[src/sv/bprl_pkg.sv]
// Package for the media key repeat and long-press core.
// Holds action and key codes, register indexes, reset values and shared types.
// No dependencies.
`default_nettype none

package bprl_pkg;

  localparam logic [1:0] ACT_DOWN  = 2'd0;
  localparam logic [1:0] ACT_UP    = 2'd1;
  localparam logic [1:0] ACT_TICK  = 2'd2;
  localparam logic [1:0] ACT_CLEAR = 2'd3;

  localparam logic [2:0] KEY_PWR   = 3'd0;
  localparam logic [2:0] KEY_PLAY  = 3'd1;
  localparam logic [2:0] KEY_NEXT  = 3'd2;
  localparam logic [2:0] KEY_PREV  = 3'd3;
  localparam logic [2:0] KEY_VOLUP = 3'd4;
  localparam logic [2:0] KEY_VOLDN = 3'd5;

  localparam logic [2:0] REG_VOLUME_STEP   = 3'd0;
  localparam logic [2:0] REG_REPEAT_DELAY  = 3'd1;
  localparam logic [2:0] REG_REPEAT_IVAL   = 3'd2;
  localparam logic [2:0] REG_POWER_HOLD    = 3'd3;
  localparam logic [2:0] REG_SEEK_HOLD     = 3'd4;
  localparam logic [2:0] REG_SEEK_IVAL     = 3'd5;

  localparam logic [6:0]  RST_VOLUME_STEP  = 7'd1;
  localparam logic [15:0] RST_REPEAT_DELAY = 16'd350;
  localparam logic [15:0] RST_REPEAT_IVAL  = 16'd60;
  localparam logic [15:0] RST_POWER_HOLD   = 16'd700;
  localparam logic [15:0] RST_SEEK_HOLD    = 16'd400;
  localparam logic [15:0] RST_SEEK_IVAL    = 16'd100;

  // pending flag bits
  localparam int F_PWR_TAP    = 0;
  localparam int F_PWR_LONG   = 1;
  localparam int F_NXT_TAP    = 2;
  localparam int F_PRV_TAP    = 3;
  localparam int F_SEEK_FIRST = 4;

  typedef struct packed {
    logic [6:0]  volume_step;
    logic [15:0] repeat_initial_delay;
    logic [15:0] repeat_interval;
    logic [15:0] power_hold_time;
    logic [15:0] seek_hold_time;
    logic [15:0] seek_interval;
  } cfg_t;

  typedef struct packed {
    logic               power_tap;
    logic               power_long;
    logic [7:0]         play_count;
    logic               next_tap;
    logic               prev_tap;
    logic signed [15:0] volume_change;
    logic [15:0]        seek_steps;
    logic               seek_first;
  } result_t;

  function automatic logic signed [15:0] vol_add(input logic signed [15:0] acc,
                                                 input logic [6:0] st,
                                                 input logic neg);
    logic signed [16:0] d;
    logic signed [16:0] s;
    d = neg ? -$signed({10'b0, st}) : $signed({10'b0, st});
    s = $signed({acc[15], acc}) + d;
    if (s > 17'sd32767) begin
      return 16'sh7fff;
    end else if (s < -17'sd32768) begin
      return 16'sh8000;
    end else begin
      return s[15:0];
    end
  endfunction

endpackage

`default_nettype wire

[src/sv/bprl_engine.sv]
// Key state engine: held/fired/due state, millisecond clock, flags and counters.
// Applies one item per step and presents the result for it.
// Depends on bprl_pkg.
`default_nettype none

module bprl_engine #(
  parameter int TIME_WIDTH = 32
) (
  input  wire logic               clk,
  input  wire logic               rst,
  input  wire logic               step,
  input  wire logic [1:0]         action,
  input  wire logic [2:0]         key,
  input  wire bprl_pkg::cfg_t     cfg,
  output bprl_pkg::result_t       result
);

  logic [TIME_WIDTH-1:0] clock_ms, clock_ms_next;
  logic                  up_held, up_held_next, down_held, down_held_next;
  logic [TIME_WIDTH-1:0] up_due, up_due_next, down_due, down_due_next;
  logic                  pwr_held, pwr_held_next, pwr_fired, pwr_fired_next;
  logic [TIME_WIDTH-1:0] pwr_due, pwr_due_next;
  logic                  nxt_held, nxt_held_next, nxt_fired, nxt_fired_next;
  logic [TIME_WIDTH-1:0] nxt_due, nxt_due_next;
  logic [4:0]            pending_flags, pending_flags_next;
  logic [7:0]            play_counter, play_counter_next;
  logic signed [15:0]    volume_acc, volume_acc_next;
  logic [15:0]           seek_acc, seek_acc_next;

  logic [TIME_WIDTH-1:0] now_inc;
  logic [TIME_WIDTH-1:0] d_up, d_dn, d_pwr, d_nxt;

  assign now_inc = clock_ms + TIME_WIDTH'(1);
  // deadline differences against the advanced clock; due when top bit clear
  assign d_up  = now_inc - up_due;
  assign d_dn  = now_inc - down_due;
  assign d_pwr = now_inc - pwr_due;
  assign d_nxt = now_inc - nxt_due;

  always_comb begin
    clock_ms_next      = clock_ms;
    up_held_next       = up_held;
    down_held_next     = down_held;
    up_due_next        = up_due;
    down_due_next      = down_due;
    pwr_held_next      = pwr_held;
    pwr_fired_next     = pwr_fired;
    pwr_due_next       = pwr_due;
    nxt_held_next      = nxt_held;
    nxt_fired_next     = nxt_fired;
    nxt_due_next       = nxt_due;
    pending_flags_next = pending_flags;
    play_counter_next  = play_counter;
    volume_acc_next    = volume_acc;
    seek_acc_next      = seek_acc;
    case (action)
      bprl_pkg::ACT_DOWN: begin
        case (key)
          bprl_pkg::KEY_PWR: begin
            pwr_held_next  = 1'b1;
            pwr_fired_next = 1'b0;
            pwr_due_next   = clock_ms + TIME_WIDTH'(cfg.power_hold_time);
          end
          bprl_pkg::KEY_PLAY: begin
            if (play_counter != 8'hff) play_counter_next = play_counter + 8'd1;
          end
          bprl_pkg::KEY_NEXT: begin
            nxt_held_next  = 1'b1;
            nxt_fired_next = 1'b0;
            nxt_due_next   = clock_ms + TIME_WIDTH'(cfg.seek_hold_time);
          end
          bprl_pkg::KEY_PREV: begin
            pending_flags_next[bprl_pkg::F_PRV_TAP] = 1'b1;
          end
          bprl_pkg::KEY_VOLUP: begin
            volume_acc_next = bprl_pkg::vol_add(volume_acc, cfg.volume_step, 1'b0);
            up_held_next    = 1'b1;
            up_due_next     = clock_ms + TIME_WIDTH'(cfg.repeat_initial_delay);
          end
          bprl_pkg::KEY_VOLDN: begin
            volume_acc_next = bprl_pkg::vol_add(volume_acc, cfg.volume_step, 1'b1);
            down_held_next  = 1'b1;
            down_due_next   = clock_ms + TIME_WIDTH'(cfg.repeat_initial_delay);
          end
          default: ;
        endcase
      end
      bprl_pkg::ACT_UP: begin
        case (key)
          bprl_pkg::KEY_PWR: begin
            if (pwr_held && !pwr_fired) pending_flags_next[bprl_pkg::F_PWR_TAP] = 1'b1;
            pwr_held_next = 1'b0;
          end
          bprl_pkg::KEY_NEXT: begin
            if (nxt_held && !nxt_fired) pending_flags_next[bprl_pkg::F_NXT_TAP] = 1'b1;
            nxt_held_next = 1'b0;
          end
          bprl_pkg::KEY_VOLUP: up_held_next = 1'b0;
          bprl_pkg::KEY_VOLDN: down_held_next = 1'b0;
          default: ;
        endcase
      end
      bprl_pkg::ACT_TICK: begin
        clock_ms_next = now_inc;
        if (up_held && !d_up[TIME_WIDTH-1]) begin
          volume_acc_next = bprl_pkg::vol_add(volume_acc, cfg.volume_step, 1'b0);
          up_due_next     = now_inc + TIME_WIDTH'(cfg.repeat_interval);
        end
        if (down_held && !d_dn[TIME_WIDTH-1]) begin
          volume_acc_next = bprl_pkg::vol_add(volume_acc_next, cfg.volume_step, 1'b1);
          down_due_next   = now_inc + TIME_WIDTH'(cfg.repeat_interval);
        end
        if (pwr_held && !pwr_fired && !d_pwr[TIME_WIDTH-1]) begin
          pwr_fired_next = 1'b1;
          pending_flags_next[bprl_pkg::F_PWR_LONG] = 1'b1;
        end
        if (nxt_held && !d_nxt[TIME_WIDTH-1]) begin
          if (seek_acc != 16'hffff) seek_acc_next = seek_acc + 16'd1;
          if (!nxt_fired) begin
            nxt_fired_next = 1'b1;
            pending_flags_next[bprl_pkg::F_SEEK_FIRST] = 1'b1;
          end
          nxt_due_next = now_inc + TIME_WIDTH'(cfg.seek_interval);
        end
      end
      bprl_pkg::ACT_CLEAR: begin
        pending_flags_next = '0;
        play_counter_next  = '0;
        volume_acc_next    = '0;
        seek_acc_next      = '0;
      end
      default: ;
    endcase
  end

  // read-and-clear reports the state before clearing
  always_comb begin
    if (action == bprl_pkg::ACT_CLEAR) begin
      result.power_tap     = pending_flags[bprl_pkg::F_PWR_TAP];
      result.power_long    = pending_flags[bprl_pkg::F_PWR_LONG];
      result.play_count    = play_counter;
      result.next_tap      = pending_flags[bprl_pkg::F_NXT_TAP];
      result.prev_tap      = pending_flags[bprl_pkg::F_PRV_TAP];
      result.volume_change = volume_acc;
      result.seek_steps    = seek_acc;
      result.seek_first    = pending_flags[bprl_pkg::F_SEEK_FIRST];
    end else begin
      result.power_tap     = pending_flags_next[bprl_pkg::F_PWR_TAP];
      result.power_long    = pending_flags_next[bprl_pkg::F_PWR_LONG];
      result.play_count    = play_counter_next;
      result.next_tap      = pending_flags_next[bprl_pkg::F_NXT_TAP];
      result.prev_tap      = pending_flags_next[bprl_pkg::F_PRV_TAP];
      result.volume_change = volume_acc_next;
      result.seek_steps    = seek_acc_next;
      result.seek_first    = pending_flags_next[bprl_pkg::F_SEEK_FIRST];
    end
  end

  always_ff @(posedge clk) begin
    if (rst) begin
      clock_ms      <= '0;
      up_held       <= 1'b0;
      down_held     <= 1'b0;
      up_due        <= '0;
      down_due      <= '0;
      pwr_held      <= 1'b0;
      pwr_fired     <= 1'b0;
      pwr_due       <= '0;
      nxt_held      <= 1'b0;
      nxt_fired     <= 1'b0;
      nxt_due       <= '0;
      pending_flags <= '0;
      play_counter  <= '0;
      volume_acc    <= '0;
      seek_acc      <= '0;
    end else if (step) begin
      clock_ms      <= clock_ms_next;
      up_held       <= up_held_next;
      down_held     <= down_held_next;
      up_due        <= up_due_next;
      down_due      <= down_due_next;
      pwr_held      <= pwr_held_next;
      pwr_fired     <= pwr_fired_next;
      pwr_due       <= pwr_due_next;
      nxt_held      <= nxt_held_next;
      nxt_fired     <= nxt_fired_next;
      nxt_due       <= nxt_due_next;
      pending_flags <= pending_flags_next;
      play_counter  <= play_counter_next;
      volume_acc    <= volume_acc_next;
      seek_acc      <= seek_acc_next;
    end
  end

endmodule

`default_nettype wire

[src/sv/button_press_repeat_longpress_core.sv]
// Top level of the media key auto-repeat and long-press core.
// Holds the input register, configuration registers and result register.
// Depends on bprl_pkg and bprl_engine.
//
// One item per clock sustained while results are taken. An accepted item sits in
// the input register, is applied to the key state and lands in the result
// register, from which its result is offered. The result register lets
// the input side keep taking items while a result waits; input stalls only
// when both the input and result registers are full and the result is held
// off. Times are counted in tick items on a TIME_WIDTH-bit wrapping clock;
// configuration writes are always taken (cfg_ready is tied high) and belong
// only to idle periods.
`default_nettype none

module button_press_repeat_longpress_core #(
  parameter int TIME_WIDTH = 32
) (
  input  wire logic               clk,
  input  wire logic               rst,
  input  wire logic               in_valid,
  output logic                    in_stall,
  input  wire logic [1:0]         action,
  input  wire logic [2:0]         key,
  output logic                    out_valid,
  input  wire logic               out_stall,
  output logic                    power_tap,
  output logic                    power_long,
  output logic [7:0]              play_count,
  output logic                    next_tap,
  output logic                    prev_tap,
  output logic signed [15:0]      volume_change,
  output logic [15:0]             seek_steps,
  output logic                    seek_first,
  input  wire logic               cfg_valid,
  output logic                    cfg_ready,
  input  wire logic [2:0]         cfg_index,
  input  wire logic [15:0]        cfg_data
);

  logic              s1_valid;
  logic [1:0]        s1_action;
  logic [2:0]        s1_key;
  logic              move;
  logic              accept;
  bprl_pkg::cfg_t    cfg;
  bprl_pkg::result_t res_next;
  bprl_pkg::result_t res;

  assign move     = s1_valid && (!out_valid || !out_stall);
  assign in_stall = s1_valid && out_valid && out_stall;
  assign accept   = in_valid && !in_stall;
  assign cfg_ready = 1'b1;

  always_ff @(posedge clk) begin
    if (rst) begin
      s1_valid  <= 1'b0;
      out_valid <= 1'b0;
    end else begin
      s1_valid  <= accept || (s1_valid && !move);
      out_valid <= move || (out_valid && out_stall);
    end
  end

  always_ff @(posedge clk) begin
    if (accept) begin
      s1_action <= action;
      s1_key    <= key;
    end
    if (move) res <= res_next;
  end

  always_ff @(posedge clk) begin
    if (rst) begin
      cfg.volume_step          <= bprl_pkg::RST_VOLUME_STEP;
      cfg.repeat_initial_delay <= bprl_pkg::RST_REPEAT_DELAY;
      cfg.repeat_interval      <= bprl_pkg::RST_REPEAT_IVAL;
      cfg.power_hold_time      <= bprl_pkg::RST_POWER_HOLD;
      cfg.seek_hold_time       <= bprl_pkg::RST_SEEK_HOLD;
      cfg.seek_interval        <= bprl_pkg::RST_SEEK_IVAL;
    end else if (cfg_valid && cfg_ready) begin
      case (cfg_index)
        bprl_pkg::REG_VOLUME_STEP:  cfg.volume_step          <= cfg_data[6:0];
        bprl_pkg::REG_REPEAT_DELAY: cfg.repeat_initial_delay <= cfg_data;
        bprl_pkg::REG_REPEAT_IVAL:  cfg.repeat_interval      <= cfg_data;
        bprl_pkg::REG_POWER_HOLD:   cfg.power_hold_time      <= cfg_data;
        bprl_pkg::REG_SEEK_HOLD:    cfg.seek_hold_time       <= cfg_data;
        bprl_pkg::REG_SEEK_IVAL:    cfg.seek_interval        <= cfg_data;
        default: ;
      endcase
    end
  end

  bprl_engine #(
    .TIME_WIDTH(TIME_WIDTH)
  ) u_engine (
    .clk    (clk),
    .rst    (rst),
    .step   (move),
    .action (s1_action),
    .key    (s1_key),
    .cfg    (cfg),
    .result (res_next)
  );

  assign power_tap     = res.power_tap;
  assign power_long    = res.power_long;
  assign play_count    = res.play_count;
  assign next_tap      = res.next_tap;
  assign prev_tap      = res.prev_tap;
  assign volume_change = res.volume_change;
  assign seek_steps    = res.seek_steps;
  assign seek_first    = res.seek_first;

endmodule

`default_nettype wire

[config.mk]
export PLATFORM = sky130hd
export DESIGN_NAME = button_press_repeat_longpress_core
export DESIGN_NICKNAME = d
export VERILOG_FILES = /design/src/sv/bprl_pkg.sv /design/src/sv/bprl_engine.sv /design/src/sv/button_press_repeat_longpress_core.sv
export SDC_FILE = /design/constraint.sdc
export NUM_CORES = 1
export LEC_CHECK = 0
export BUFFER_PORTS_ARGS = -buffer_cell sky130_fd_sc_hd__buf_2
export CAP_MARGIN = 20
export CELL_PAD_IN_SITES_DETAIL_PLACEMENT = 1
export CELL_PAD_IN_SITES_GLOBAL_PLACEMENT = 1
export CORE_MARGIN = 2
export CORE_UTILIZATION = 52
export CTS_CLUSTER_DIAMETER = 50
export DETAILED_ROUTE_END_ITERATION = 8
export GPL_TIMING_DRIVEN = 0
export PLACE_DENSITY_LB_ADDON = 0.15
export SYNTH_ARGS = -nofsm -noshare
export SYNTH_HDL_FRONTEND = slang
export SYNTH_SLANG_ARGS = --single-unit
[constraint.sdc]
create_clock -name clk -period 13.56 [get_ports clk]
set_input_delay 2.034 -clock clk [delete_from_list [all_inputs] [get_ports clk]]
set_output_delay 2.034 -clock clk [all_outputs]
set_load 0.02 [all_outputs]
======== Yosys cells after proc, flatten, opt, wreduce, memory -nomap -nowiden ========
Index checks and enable logic that the tools add are counted.
storage, ports and cells
  register bits ........................... 350
  output and inout bits ................... 48
  word-level logic and storage cells ...... 184
operators by class
  add/sub/neg operators ................... 16
  $lt $le $gt $ge ......................... 6
  eq/ne operators ......................... 27
  muxes and demuxes ....................... 56
  reductions and logical operators ........ 46
operators by type and width
  operator                                               count
  2-to-1 mux 32 bit                                      6
  one-hot mux 32 bit (2 select lines)                    3
  2-to-1 mux 16 bit                                      11
  adder 32 x 16 -> 32 bit                                5
  subtractor 32 bit                                      4
  one-hot mux 16 bit (2 select lines)                    2
  > comparator 17 x 16 -> 1 bit (second input constant)  3
  < comparator 17 x 16 -> 1 bit (second input constant)  3
  one-hot mux 16 bit (3 select lines)                    1
  2-to-1 mux 45 bit                                      1
  adder 16 x 17 -> 17 bit                                2
  adder 32 x 1 -> 32 bit (second input constant)         1
  AND reduction 4 bit                                    8
  one-hot mux 1 bit (2 select lines)                     11
  2-to-1 mux 1 bit                                       18
  adder 16 x 8 -> 17 bit                                 1
  negator 7 -> 17 bit                                    1
  adder 16 x 1 -> 16 bit (second input constant)         1
  2-to-1 mux 8 bit                                       2
  != test 16 bit (second input constant)                 1
  != test 2 x 1 -> 1 bit (second input constant)         8
  one-hot mux 8 bit (2 select lines)                     1
  AND reduction 2 bit                                    7
  == test 3 x 2 -> 1 bit (second input constant)         4
  other kinds (14)                                       46

======== Logic depth before layout (Yosys ltp) ========
  word-level depth ........................ 13
  gate-level depth with buffers ........... 34
  mapped depth without buffers ............ 30

======== Cells and area by module ========
A second synthesis with hierarchy kept.
second synthesis, totals
  cells, all modules ...................... 3269
  area total of the unflattened synthesis .. 26349.0 sq um
modules (own cells, without submodules)
  module                              instances  cells an instance  area an instance (sq um)  seq. area each (sq um)
  bprl_engine                         1          2889               21267.9                   4224.1
  button_press_repeat_longpress_core  1          380                5081.1                    3283.1

======== Least setup slack after synthesis ========
No wires, ideal clock.
  path type ............................... reg-to-reg
  start point ............................. register u_engine.clock_ms[22]
  end point ............................... register res (netlist bit volume_change[10]), data pin
  arrival ................................. 6965 ps
  slack ................................... 6328 ps
  stages on the path, launching flop included .. 34
  path buffers ............................ 7
  cell sequence ........................... dfxtp_1 > buf_4 > and3_1 > buf_2 > and3_1 > clkbuf_1 > and3_1 > clkbuf_1 > and3_1 > nand3_1 > xnor2_1 > ha_1 > nand4_1 > nor3_1 > a221oi_1 > o211ai_1 > o31ai_1 > and3_1 > clkbuf_1 > buf_2 > mux2i_1 > inv_1 > ha_1 > nand2_1 > a2bb2oi_1 > a211o_1 > o21ai_0 > mux2i_1 > nor4_1 > mux2i_1 > buf_2 > nand2_1 > o221ai_1 > a31oi_1
RTL lines
  item                    RTL line                                  source
  from (decl)             bprl_engine.sv:18                         logic [TIME_WIDTH-1:0] clock_ms, clock_ms_next;
  from (signal assigned)  bprl_engine.sv:177                        clock_ms <= clock_ms_next;
  to (signal assigned)    button_press_repeat_longpress_core.sv:69  if (move) res <= res_next;
  to (decl)               button_press_repeat_longpress_core.sv:47  bprl_pkg::result_t res;

==> impl_metrics.env <==
export IMPL_cts_resized=0
export IMPL_cts_buffers=50
export IMPL_worst_slack_ps=2350
export IMPL_synth_seq_area_share_pct=29.1
export IMPL_clockBufferDepth=3
export IMPL_min_to="u_engine.pwr_due[11]"
export IMPL_p_leak_nw=11.5
export IMPL_dp_slack_ps=2940
export IMPL_cp_slowest_cell="xnor2_1"
export IMPL_power_frac_comb_pct=16.2
export IMPL_grt_overflow=0
export IMPL_rows=81
export IMPL_syn_nets=3610
export IMPL_slowest_delay_ps=870
export IMPL_fin_worst_skew_ps=21.4
export IMPL_synthSimpleGateAreaFrac_pct=20.7
export IMPL_final_setup_tns_ps=0
export IMPL_pwr_density_cell_mw_per_mm2=102
export IMPL_cts_root_buf="clkbuf_16"
export IMPL_post_route_period_util_pct=82.7
export IMPL_die_w_um=227
export IMPL_dominantRegCellSynth="dfxtp_1"
export IMPL_p_seq_share_pct=37.6
export IMPL_power_switching_uw=927
export IMPL_p_int_mw=2.00
export IMPL_ctsHoldBuffers=0
export IMPL_synth_top_family_by_area="compound AO/OA/AOI/OAI gates"
export IMPL_via_per_inst=6.67
export IMPL_netlist_area_mm2=0.0258
export IMPL_grt_total_usage_pct=44.2
export IMPL_synth_edf_count=50
export IMPL_htreeDepth=2
export IMPL_grt_max_degree=55
export IMPL_synthXorXnorAreaFrac_pct=6.77
export IMPL_clock_power_share_pct=46.3
export IMPL_hold_viol_final=0
export IMPL_min_period_ps=11210
export IMPL_drtPass1Iterations=6
export IMPL_drv_slew=0
export IMPL_worstMarginPinSlew_ps=1230
export IMPL_post_cts_buffers=0
export IMPL_final_core_util_pct=58.8
export IMPL_critPathRequiredTime_ps=13920
export IMPL_layout_commonest_cell="nand2_1"
export IMPL_drive_gt1_share_pct=6.63
export IMPL_synth_async_sr_flop_share_pct=0
export IMPL_worstSkewPairLatency_ps=630
export IMPL_end_kind="register"
export IMPL_drtIter0Drc=2652
export IMPL_die_area_mm2=0.0514
export IMPL_cp_common_cell="and3_1"
export IMPL_rrSetupSlack_ps=2350
export IMPL_syn_to_final_growth_pct=11.5
export IMPL_wl_mm=115
export IMPL_start_util_pct=52.7
export IMPL_power_total_mw=2.92
export IMPL_synth_distinct_cells=93
export IMPL_regToRegEndpoint="volume_change[7]"
export IMPL_ys_seq_elements=350
export IMPL_grt_pass1_wl_mm=172
export IMPL_drc=0
export IMPL_holdWs_ps=456
export IMPL_synth_mux_area_share_pct=1.01
export IMPL_cts_tree="built"
export IMPL_vias=27800
export IMPL_synth_compound_area_share_pct=24.4
export IMPL_clk_pin_slew_ps=60
export IMPL_yosys_area_share_adder_pct=12.6
export IMPL_port_buffers=74
export IMPL_avgSynthCellArea_um2=7.76
export IMPL_finish_instance_area_mm2=0.0288
export IMPL_switching_share_pct=31.7
export IMPL_setup_violations=0
export IMPL_hp_class="register to register"
export IMPL_dp_cells=4069
export IMPL_die_h_um=227
export IMPL_status="finished clean"
export IMPL_layout_common_cells="nand2_1 (426), a21oi_1 (301), dfxtp_1 (300)"
export IMPL_instances_no_fill=4164
export IMPL_maxSlewHeadroom_pct=17.7
export IMPL_min_delay_start="u_engine.pwr_due[11]"
export IMPL_crit_type="register to register"
export IMPL_grt_pass1_vias=29200
export IMPL_antenna_left=0
export IMPL_worstReg2RegStart="u_engine.clock_ms[0]"
export IMPL_cap_violations=0
export IMPL_peakVddDrop_mv=0.151
export IMPL_yosys_warnings=0
export IMPL_cp_start_kind="register"
export IMPL_synthCells=3326
export IMPL_antenna_found_initial=3
export IMPL_wire_per_inst_um=27.6
export IMPL_dpl_cell_area_mm2=0.0271
export IMPL_crit_fanout=10
export IMPL_worst_ep_arrival_time_ps=11560
export IMPL_fp_coreArea_mm2=0.0490
export IMPL_reg2reg_depth=33
export IMPL_clock_sinks=350
export IMPL_gp_congestion=1.03
export IMPL_final_nets=3745
export IMPL_hpwl_mm=85.9
export IMPL_rsz0062_at_grt="false"
export IMPL_hold_depth=2
export IMPL_max_freq_mhz=89.2
export IMPL_num_io_pins=77
[cells in the mapped netlist, types with 11 or more instances]
cell type	number	area (um2)
and4_1	11	96.3
edfxtp_1	50	1500
o21a_1	33	248
or2_2	13	81.3
and2_1	22	138
xnor2_1	107	937
a22oi_1	12	90.1
inv_1	194	728
clkbuf_1	135	507
o21ai_0	178	891
o2111ai_1	16	140
dfxtp_1	300	6010
nor3_1	56	280
or3_1	35	219
a211oi_1	93	698
nor4_1	22	138
mux2i_1	17	170
and3_1	48	300
o22ai_1	14	87.6
a311oi_1	15	131
nand3_1	107	536
xor2_1	88	771
a31oi_1	61	382
nor2b_1	28	175
o31ai_1	34	255
nand2b_1	28	175
o211ai_1	40	300
buf_2	15	75.1
ha_1	247	3090
o31a_1	16	140
a21o_1	53	398
a21oi_1	301	1510
nand2_1	426	1600
nor2_1	293	1100
o21bai_1	17	128
nand4_1	38	238
buf_1	12	45.0
a211o_1	14	123
[routing by layer]
layer  vias up  wire, um  GRT usage (%)
met4         2      9760           33.3
met3       534     10100           10.1
met1     13500     42800           49.7
li1      12200         -              -
met5         -        10              0
met2      1517     52400           73.0
[worst max-delay path by stage]
stage	from	endpoint	slack (ps)	cells after the start
2_1_floorplan	u_engine.clock_ms[22]	volume_change[10]	6330	33
3_3_place_gp	u_engine.clock_ms[23]	volume_change[7]	3060	32
3_5_place_dp	u_engine.clock_ms[23]	volume_change[7]	2940	32
4_1_cts	u_engine.clock_ms[0]	volume_change[7]	2760	33
5_1_grt	u_engine.clock_ms[0]	volume_change[7]	2240	33
6_report	u_engine.clock_ms[0]	volume_change[7]	2350	33
[kinds of logic after synthesis]
family | after synthesis
AOI/OAI and AO/OA | 980
xor gates and xnor gates | 197
adders and majority gates | 255
buffers and inverters | 364
DFF | 350
muxes | 25
other | 1
and+or+nand+nor | 1154
[layout make-up]
type | count | area, um2
clock inverter | 32 | 337
timing repair buffer | 83 | 464
fill | 6108 | 20200
multi-input combinational | 2612 | 16900
inverter | 198 | 743
sequential | 350 | 7510
antenna | 1 | 2.50
buffer | 166 | 664
clock buffer | 58 | 1330
tap | 664 | 831
[worst max-delay path: cells and delay by family, from the launching register on]
kind	cells	cell delay, ps
and+or+nand+nor	14	3270
adders and majority gates	2	590
AOI/OAI and AO/OA	7	1890
DFF	1	450
muxes	3	1750
xor gates and xnor gates	1	870
buffers and inverters	6	2090
[power groups by stage]
stage / clock network [mW] / registers (mW) / logic [mW]
global route: 1.39 / 1.10 / 0.497
floorplan: 0 / 1.12 / 0.274
detailed placement: 0 / 1.12 / 0.444
finish: 1.35 / 1.10 / 0.472
global placement: 0 / 1.12 / 0.427
CTS: 1.35 / 1.10 / 0.451
[flip-flops by register name, indices dropped and copies added (netlist names), 2 cells and up]
name                    cells
u_engine.pending_flags      5
u_engine.down_due          32
s1_action                   2
u_engine.clock_ms          32
cfg                        87
u_engine.nxt_due           32
play_count                  8
s1_key                      3
u_engine.pwr_due           32
u_engine.play_counter       8
seek_steps                 16
volume_change              16
u_engine.volume_acc        16
u_engine.up_due            32
u_engine.seek_acc          16
Note: power is estimated with default switching activity, not from simulation.
